--- config.mk ---
export PLATFORM = sky130hd
export DESIGN_NAME = edc_cell
export DESIGN_NICKNAME = d
export VERILOG_FILES = /design/src/rtl/core/edc_cell.sv
export SDC_FILE = /design/constraint.sdc
export NUM_CORES = 1
export LEC_CHECK = 0
export BUFFER_PORTS_ARGS = -buffer_cell sky130_fd_sc_hd__buf_2
export CORE_MARGIN = 8
export CORE_UTILIZATION = 57
export DETAILED_ROUTE_END_ITERATION = 10
export PLACE_DENSITY = 0.89
export SLEW_MARGIN = 20
export SYNTH_ARGS = -nofsm -noshare
export SYNTH_HDL_FRONTEND = slang
export SYNTH_SLANG_ARGS = --single-unit
--- constraint.sdc ---
create_clock -name vclk -period 7.1
set_input_delay 0.71 -clock vclk [all_inputs]
set_output_delay 0.71 -clock vclk [all_outputs]
set_load 0.01 [all_outputs]
--- src/rtl/core/edc_cell.sv ---
// ----------------------------------------------------------------------------
// Edit distance cell unit
// Shared add and minimum unit that evaluates one cost matrix cell.
// ----------------------------------------------------------------------------
`default_nettype none

module edc_cell #(
  parameter int CW = 8
) (
  input  logic [CW-1:0] up,
  input  logic [CW-1:0] left,
  input  logic [CW-1:0] diag,
  input  logic          match,
  output logic [CW-1:0] cell_cost
);

  logic [CW:0] del_c;
  logic [CW:0] ins_c;
  logic [CW:0] sub_c;
  logic [CW:0] min_ab;
  logic [CW:0] min_all;

  always_comb begin
    del_c   = {1'b0, up} + (CW+1)'(1);
    ins_c   = {1'b0, left} + (CW+1)'(1);
    sub_c   = {1'b0, diag} + (CW+1)'(!match);
    min_ab  = (ins_c < del_c) ? ins_c : del_c;
    min_all = (sub_c < min_ab) ? sub_c : min_ab;
  end

  // A cell never exceeds the string length, so the top bit is always clear.
  assign cell_cost = min_all[CW-1:0];

endmodule

`default_nettype wire

* Word level (Yosys, flattened, before mapping)
Cells that the tools add are included.
Cells by class: add/subtract/negate cells 3, order comparisons 2, multiplexer cells 2, reductions and logical operators 1
Operators by type and width (count):
- $add A8 B1 Y9 const B | 2
- $lt A9 B9 Y1 | 2
- $add A8 B1 Y9 | 1
- $mux W9 | 1
- $mux W8 | 1
- $logic_not A1 Y1 | 1
Word-level totals: bits in registers 0, input bits 25, output and inout bits 8, word-level logic and storage cells 8

* Depth between registers and ports, before layout
Gate-level depths: netlist (run 1).
depth after elaboration 5, gate-level depth with buffers 19, gate-level depth less buffers 19

* Least setup slack after synthesis (run 1)
No wires, ideal clock.
path type input -> output, from input port up[0], to output port cell_cost[1], arrival 4257 ps, data required time 6390 ps, setup slack 2133 ps, stages on the path 17, buffers on the path 1, path through ha_1 nand3_2 nor2_1 nand3_1 ha_1 a21o_1 a211oi_1 o221ai_4 buf_6 a31o_1 ha_1 a21o_1 a221oi_1 o21ai_0 a31o_2 o21ai_4 mux2i_1
Between the ends: word-level cells in the longest chain between the ends 5
RTL lines:
- start: declaration | line 10 | input logic [CW-1:0] up,
- $add A8 B1 Y9 (*) | line 24 | del_c = {1'b0, up} + (CW+1)'(1);
- $lt A9 B9 Y1 | line 27 | min_ab = (ins_c < del_c) ? ins_c : del_c;
- $mux W9 (*) | line 27
- $lt A9 B9 Y1 | line 28 | min_all = (sub_c < min_ab) ? sub_c : min_ab;
- $mux W8 (*) | line 28
- end: declaration | line 14 | output logic [CW-1:0] cell_cost
Mark *: on every way between the ends. The rest lies on a longest branch, timed or not.

* Final worst setup path (run 1)
from input port up[0], to output port cell_cost[4]
Same word-level chain as after synthesis.

==> results of run 1 <==
[through the flow]
step	instance area, um2	utilization, %	setup WS [ns]	hold slack, ns	cells
2_1_floorplan	1002	-	2.133	1.625	130
3_3_place_gp	1172	69.41	1.734	1.858	178
3_5_place_dp	1172	69.41	1.527	1.866	178
4_1_cts	1172	69.41	1.521	1.867	178
5_1_grt	1172	69.41	1.239	1.883	178
6_report	1172	69.41	1.487	1.861	178
[final timing paths]
path / to / slack, ns
setup / recovery: cell_cost[4] / 1.49
hold / removal: cell_cost[7] / 1.86
[report_power, final]
group / leakage (nW) / switching [mW] / internal, mW
clock: 0 / 0 / 0
combinational: 0.596 / 0.0692 / 0.0558
sequential: 0 / 0 / 0
[cell usage in the layout (no fill, tap or decap), types with 4 or more instances in the layout]
cell / count
nand2_1: 10
ha_1: 19
inv_1: 9
a31o_1: 4
a31o_2: 4
a21oi_1: 9
xor2_1: 9
mux2i_1: 8
buf_2: 33
nor2_1: 7
nand3_1: 8
xnor2_1: 7
[kinds of logic after synthesis]
kind of cell | synth area share (%)
AO/OA/AOI/OAI | 27.34
XOR/XNOR | 13.98
adder cells (fa/ha/maj) | 23.72
buffers and inverters | 4.993
multiplexers | 7.990
AND/OR/NAND/NOR | 21.97
[synth_stat cells (2+ instances only)]
cell type  number  area share (%)
xnor2_1         7             6.1
or2_2           2             1.2
o21ai_0         3             1.5
a21o_1          3             2.2
a31o_2          4             3.5
nor2_1          7             2.6
nand3_2         2             2.0
xor2_1          9             7.9
a211oi_1        2             1.5
and3_1          3             1.9
nor3_1          2             1.0
o21a_1          2             1.5
inv_1           9             3.4
mux2i_1         8             8.0
a31o_1          4             3.5
nand4_1         2             1.2
ha_1           19              24
nand2_1        10             3.7
nand3_1         8             4.0
a21oi_1         9             4.5
[final cells by class]
cell class | count | area share [%]
inverter | 9 | 2.882
tap | 17 | 1.814
multi-input combinational | 119 | 81.22
timing repair buffer | 33 | 14.09
[per-layer routing]
layer	GRT usage, %	vias up
met5	0	-
met4	1.399	0
met3	0.8830	2
met2	29.78	26
met1	19.13	501
li1	-	551
==> impl_metrics.ini, run 1 <==
[global_route]
grt_pass1_wl_um = 4464
antenna_found_initial = 0
grt_pass1_vias = 1081
grt_max_degree = 15
grt_usage_pct = 15.65
overflow = 0

[logic_synthesis]
yosys_warnings = 0
syn_nets = 174
synth.cell_area_um2 = 1002
ys_types = 35
syn_area_per_cell_um2 = 7.709
synth-seq-area-share_pct = 0
synth_cells = 130

[route]
wl_per_cell_um = 14.96
top_layer_used = met4
totalWireLength_um = 2662
via_count = 1080
wl_met2_um = 1373
drc_errors = 0
vias_per_cell = 6.067
ant_nets = 0
m1WireLength_um = 1157
firstDrtPassIters = 4
drt-initial-drc-count = 30
wl_met3_um = 98

[timing]
relSlewSlack_pct = 67.70
period_minus_slack_ns = 5.613
max_freq_ghz = 0.1782
setup_viol = 0
hold_viol = 0
drv_slew = 0
worstMarginPinSlew_ns = 0.4817
period_share_pct = 79.06
setup_tns_ns = 0
grt_setup_unrepaired = false

[worst_setup_path]
cp_num_cells = 19
cp-start-kind = input pin
crit_fanout = 14
endpoint_kind = primary output
crit_path_frequent_cell = ha_1
cp_cell_sequence = buf_2, ha_1, nand3_2, nor2_1, nand3_1, ha_1, a21o_1, a211oi_1, o221ai_4, a21oi_1, a31o_1, ha_1, a21o_1, a221oi_1, o21ai_0, a31o_2, o21ai_4, mux2i_1, buf_2
cp_data_required_time_ns = 6.39
critical_path_class = in2out
cpPeakStageDelay_ns = 0.34
crit_slowest_cell = a211oi_1
cp_top_family = compound AO/OA/AOI/OAI gates
critPathLaunch = up[0]
cp.buffers_inverters = 2
cp.arrival_ns = 4.90

[layout]
multi_input_area_um2 = 952.2
ff_latch_area_um2 = 0
antenna_cells = 0
fillers = 164
seq_cells = 0
num-nets-final = 207
drive_above_1_share_pct = 28.57
nClkBuffers = 0
syn2layout_area_growth_pct = 16.98

[die]
rows = 15
dieArea_um2 = 3356
io_pins = 33
initial_core_util_pct = 59.33
fp.coreArea_um2 = 1689
die_h_um = 57.93
fp.dieW_um = 57.93

[pwr]
power.total_mw = 0.1251
p_per_area_nw_per_um2 = 106.7
power_leakage_nw = 0.5959
ir_worst_vdd_v = 0.00006795

[job]
drv_cap = 0

[clock_network]
cts_hold_buffers = 0
cts_resized = 0
cts_setup_buffers = 0

[worst_hold_path]
hold_path_class = in2out
hp-start = diag[7]
hold_depth = 4

[place]
gp_congestion = 0.9268
io_buffer_count = 33
dp_hpwl_um = 2342

[outcome]
outcome = finished clean
Power figures use the tool's default switching activity.
==> inputs of run 2 (changes only) <==
ABC_AREA = 1   (was unset)
CORE_UTILIZATION = 56   (was 57)
PLACE_DENSITY = 0.86   (was 0.89)
clock period = 5.4 ns   (was 7.1 ns; I/O delays follow)
==> run 2 against run 1 <==
Global-route usage up 0.29 points. Sequential share of layout area did not move. Largest power group unchanged. First-iteration DRC count up 33%. Utilization down 1.6 points. Highest routed layer unchanged. Critical endpoint is now cell_cost[7].
==> impl_metrics.ini, run 2 <==
[layout]
nClkBuffers = 0
layout_common_cells = 49 x nand2_1, 33 x buf_2, 27 x inv_1, 19 x ha_1, 17 x nand3_1
syn2layout_area_growth_pct = 16.78
seq_cells = 0
drive_above_1_share_pct = 24.76
design_area_um2 = 1289
final_common_cell = nand2_1
finalNonFillerCells = 237
num-nets-final = 256
ff_latch_area_um2 = 0
antenna_cells = 0

[timing]
worstMarginPinSlew_ns = 0.6420
relSlewSlack_pct = 57.20
drv_slew = 0
setup_tns_ns = 0
hold_viol = 0
period_minus_slack_ns = 4.707
setup_viol = 0
timing.hold.ws_ns = 1.536
period_share_pct = 87.17
max_freq_ghz = 0.2124
grt_setup_unrepaired = false

[job]
drv_cap = 0

[logic_synthesis]
yosys_warnings = 0
synth-seq-area-share_pct = 0
synth_commonest_cells = 49 x nand2_1, 27 x inv_1, 19 x ha_1
synth.most_common_cell = nand2_1
syn_nets = 222
synth_cells = 178
synthTopCellsByArea = ha_1 22%, nand2_1 17%, inv_1 9.2%, xor2_1 7.9%, nand3_1 7.7%
syn_area_per_cell_um2 = 6.200
ys_types = 25
synth.top_cell.area_share_pct = 21.54
synth_top_area_cell = ha_1
synth.cell_area_um2 = 1104

[worst_setup_path]
cp_cell_sequence = buf_2, ha_1, nand3_2, xor2_1, ha_1, nand2_1, nor2_1, nand2_1, nand3_1, nand2_1, nand3_2, nand2_2, nand2_4, inv_1, o21ai_1, inv_1, ha_1, a21oi_1, nor2_1, a2111oi_4, nand2_4, nand2_1, nand2_1, buf_2
endpoint_kind = primary output
cp.buffers_inverters = 4
critical_path_class = in2out
cp-start-kind = input pin
cpPeakStageDelay_ns = 0.59
crit_path_frequent_cell = nand2_1
cp_data_required_time_ns = 4.86
crit_slowest_cell = a2111oi_4
cp_top_family = simple AND/OR/NAND/NOR gates
cp.arrival_ns = 4.17
cp_num_cells = 24
crit_fanout = 16

[route]
drc_errors = 0
vias_per_cell = 5.025
drt-initial-drc-count = 40
wl_per_cell_um = 11.85
firstDrtPassIters = 4
ant_nets = 0
via_count = 1191
totalWireLength_um = 2808

[global_route]
grt_pass1_vias = 1214
overflow = 0
grt_usage_pct = 15.93
antenna_found_initial = 0
grt_max_degree = 17
grt_pass1_wl_um = 4726

[place]
gp_congestion = 0.9398
dpl-instance-area_um2 = 1289
dp_hpwl_um = 2577
io_buffer_count = 33
dp_cells = 237

[die]
initial_core_util_pct = 58.03
rows = 16
io_pins = 33
dieArea_um2 = 3647
fp.dieW_um = 60.39
fp.coreArea_um2 = 1902
die_h_um = 60.39

[pwr]
p_switching_mw = 0.1052
pwr-share-clk_pct = 0
p_int_mw = 0.07102
power.total_mw = 0.1762
power.share.combinational_pct = 100.0
power_leakage_nw = 0.7430
p_per_area_nw_per_um2 = 136.7
ir_worst_vdd_v = 0.00009350
p_sw_share_pct = 59.70
p_seq_share_pct = 0

[outcome]
outcome = finished clean

[worst_hold_path]
hold_depth = 5
hold_path_class = in2out

[clock_network]
cts_resized = 0
cts_hold_buffers = 0
cts_setup_buffers = 0
-- run 2: cell count changes in the layout (fill, tap and decap cells not counted), moves of 3 or more --
cell and delta:
a21o_1 -3, a21oi_1 -5, a31o_1 -4, a31o_2 -4, and3_1 -3, inv_1 +18, mux2i_1 -8, nand2_1 +39
nand2_2 +5, nand2_4 +4, nand3_1 +9, o21a_1 +4
-- run 2: kinds of logic after synthesis --
| logic type | share of synthesized area, % |
|---|---|
| AOI/OAI and AO/OA | 11.11 |
| xor gates and xnor gates | 11.90 |
| adders and majority gates | 21.54 |
| buffers and inverters | 10.77 |
| and+or+nand+nor | 44.67 |
-- run 2: layout make-up --
cell class / count / area [um2]
multi-input cells: 149 / 984.7
repair buffers: 33 / 165.2
fillers: 183 / 613.1
inverters: 28 / 105.1
well taps: 27 / 33.78
-- run 2: per-stage QoR --
stage          util [%]  setup slack, ns
2_1_floorplan         -            1.400
3_3_place_gp      67.76           0.8970
3_5_place_dp      67.76           0.7288
4_1_cts           67.76           0.7193
5_1_grt           67.76           0.3648
6_report          67.76           0.6928
-- run 2: path summary, 6_finish.rpt --
kind,startpoint,end,slack (ns)
setup / recovery,up[0],cell_cost[7],0.69
hold / removal,diag[2],cell_cost[2],1.54
-- run 2: power groups by stage --
| stage | Clock (mW) | Combinational [mW] | Sequential (mW) |
|---|---|---|---|
| floorplan | 0 | 0.122 | 0 |
| global placement | 0 | 0.168 | 0 |
| detailed placement | 0 | 0.176 | 0 |
| CTS | 0 | 0.177 | 0 |
| global route | 0 | 0.198 | 0 |
| finish | 0 | 0.176 | 0 |
-- run 2: per-layer routing --
metal / global-route usage, % / part of all wire [%]
met3: 1.483 / 4.2
met4: 1.701 / 1.0
met1: 17.94 / 43
met2: 31.71 / 52
met5: 0 / 0
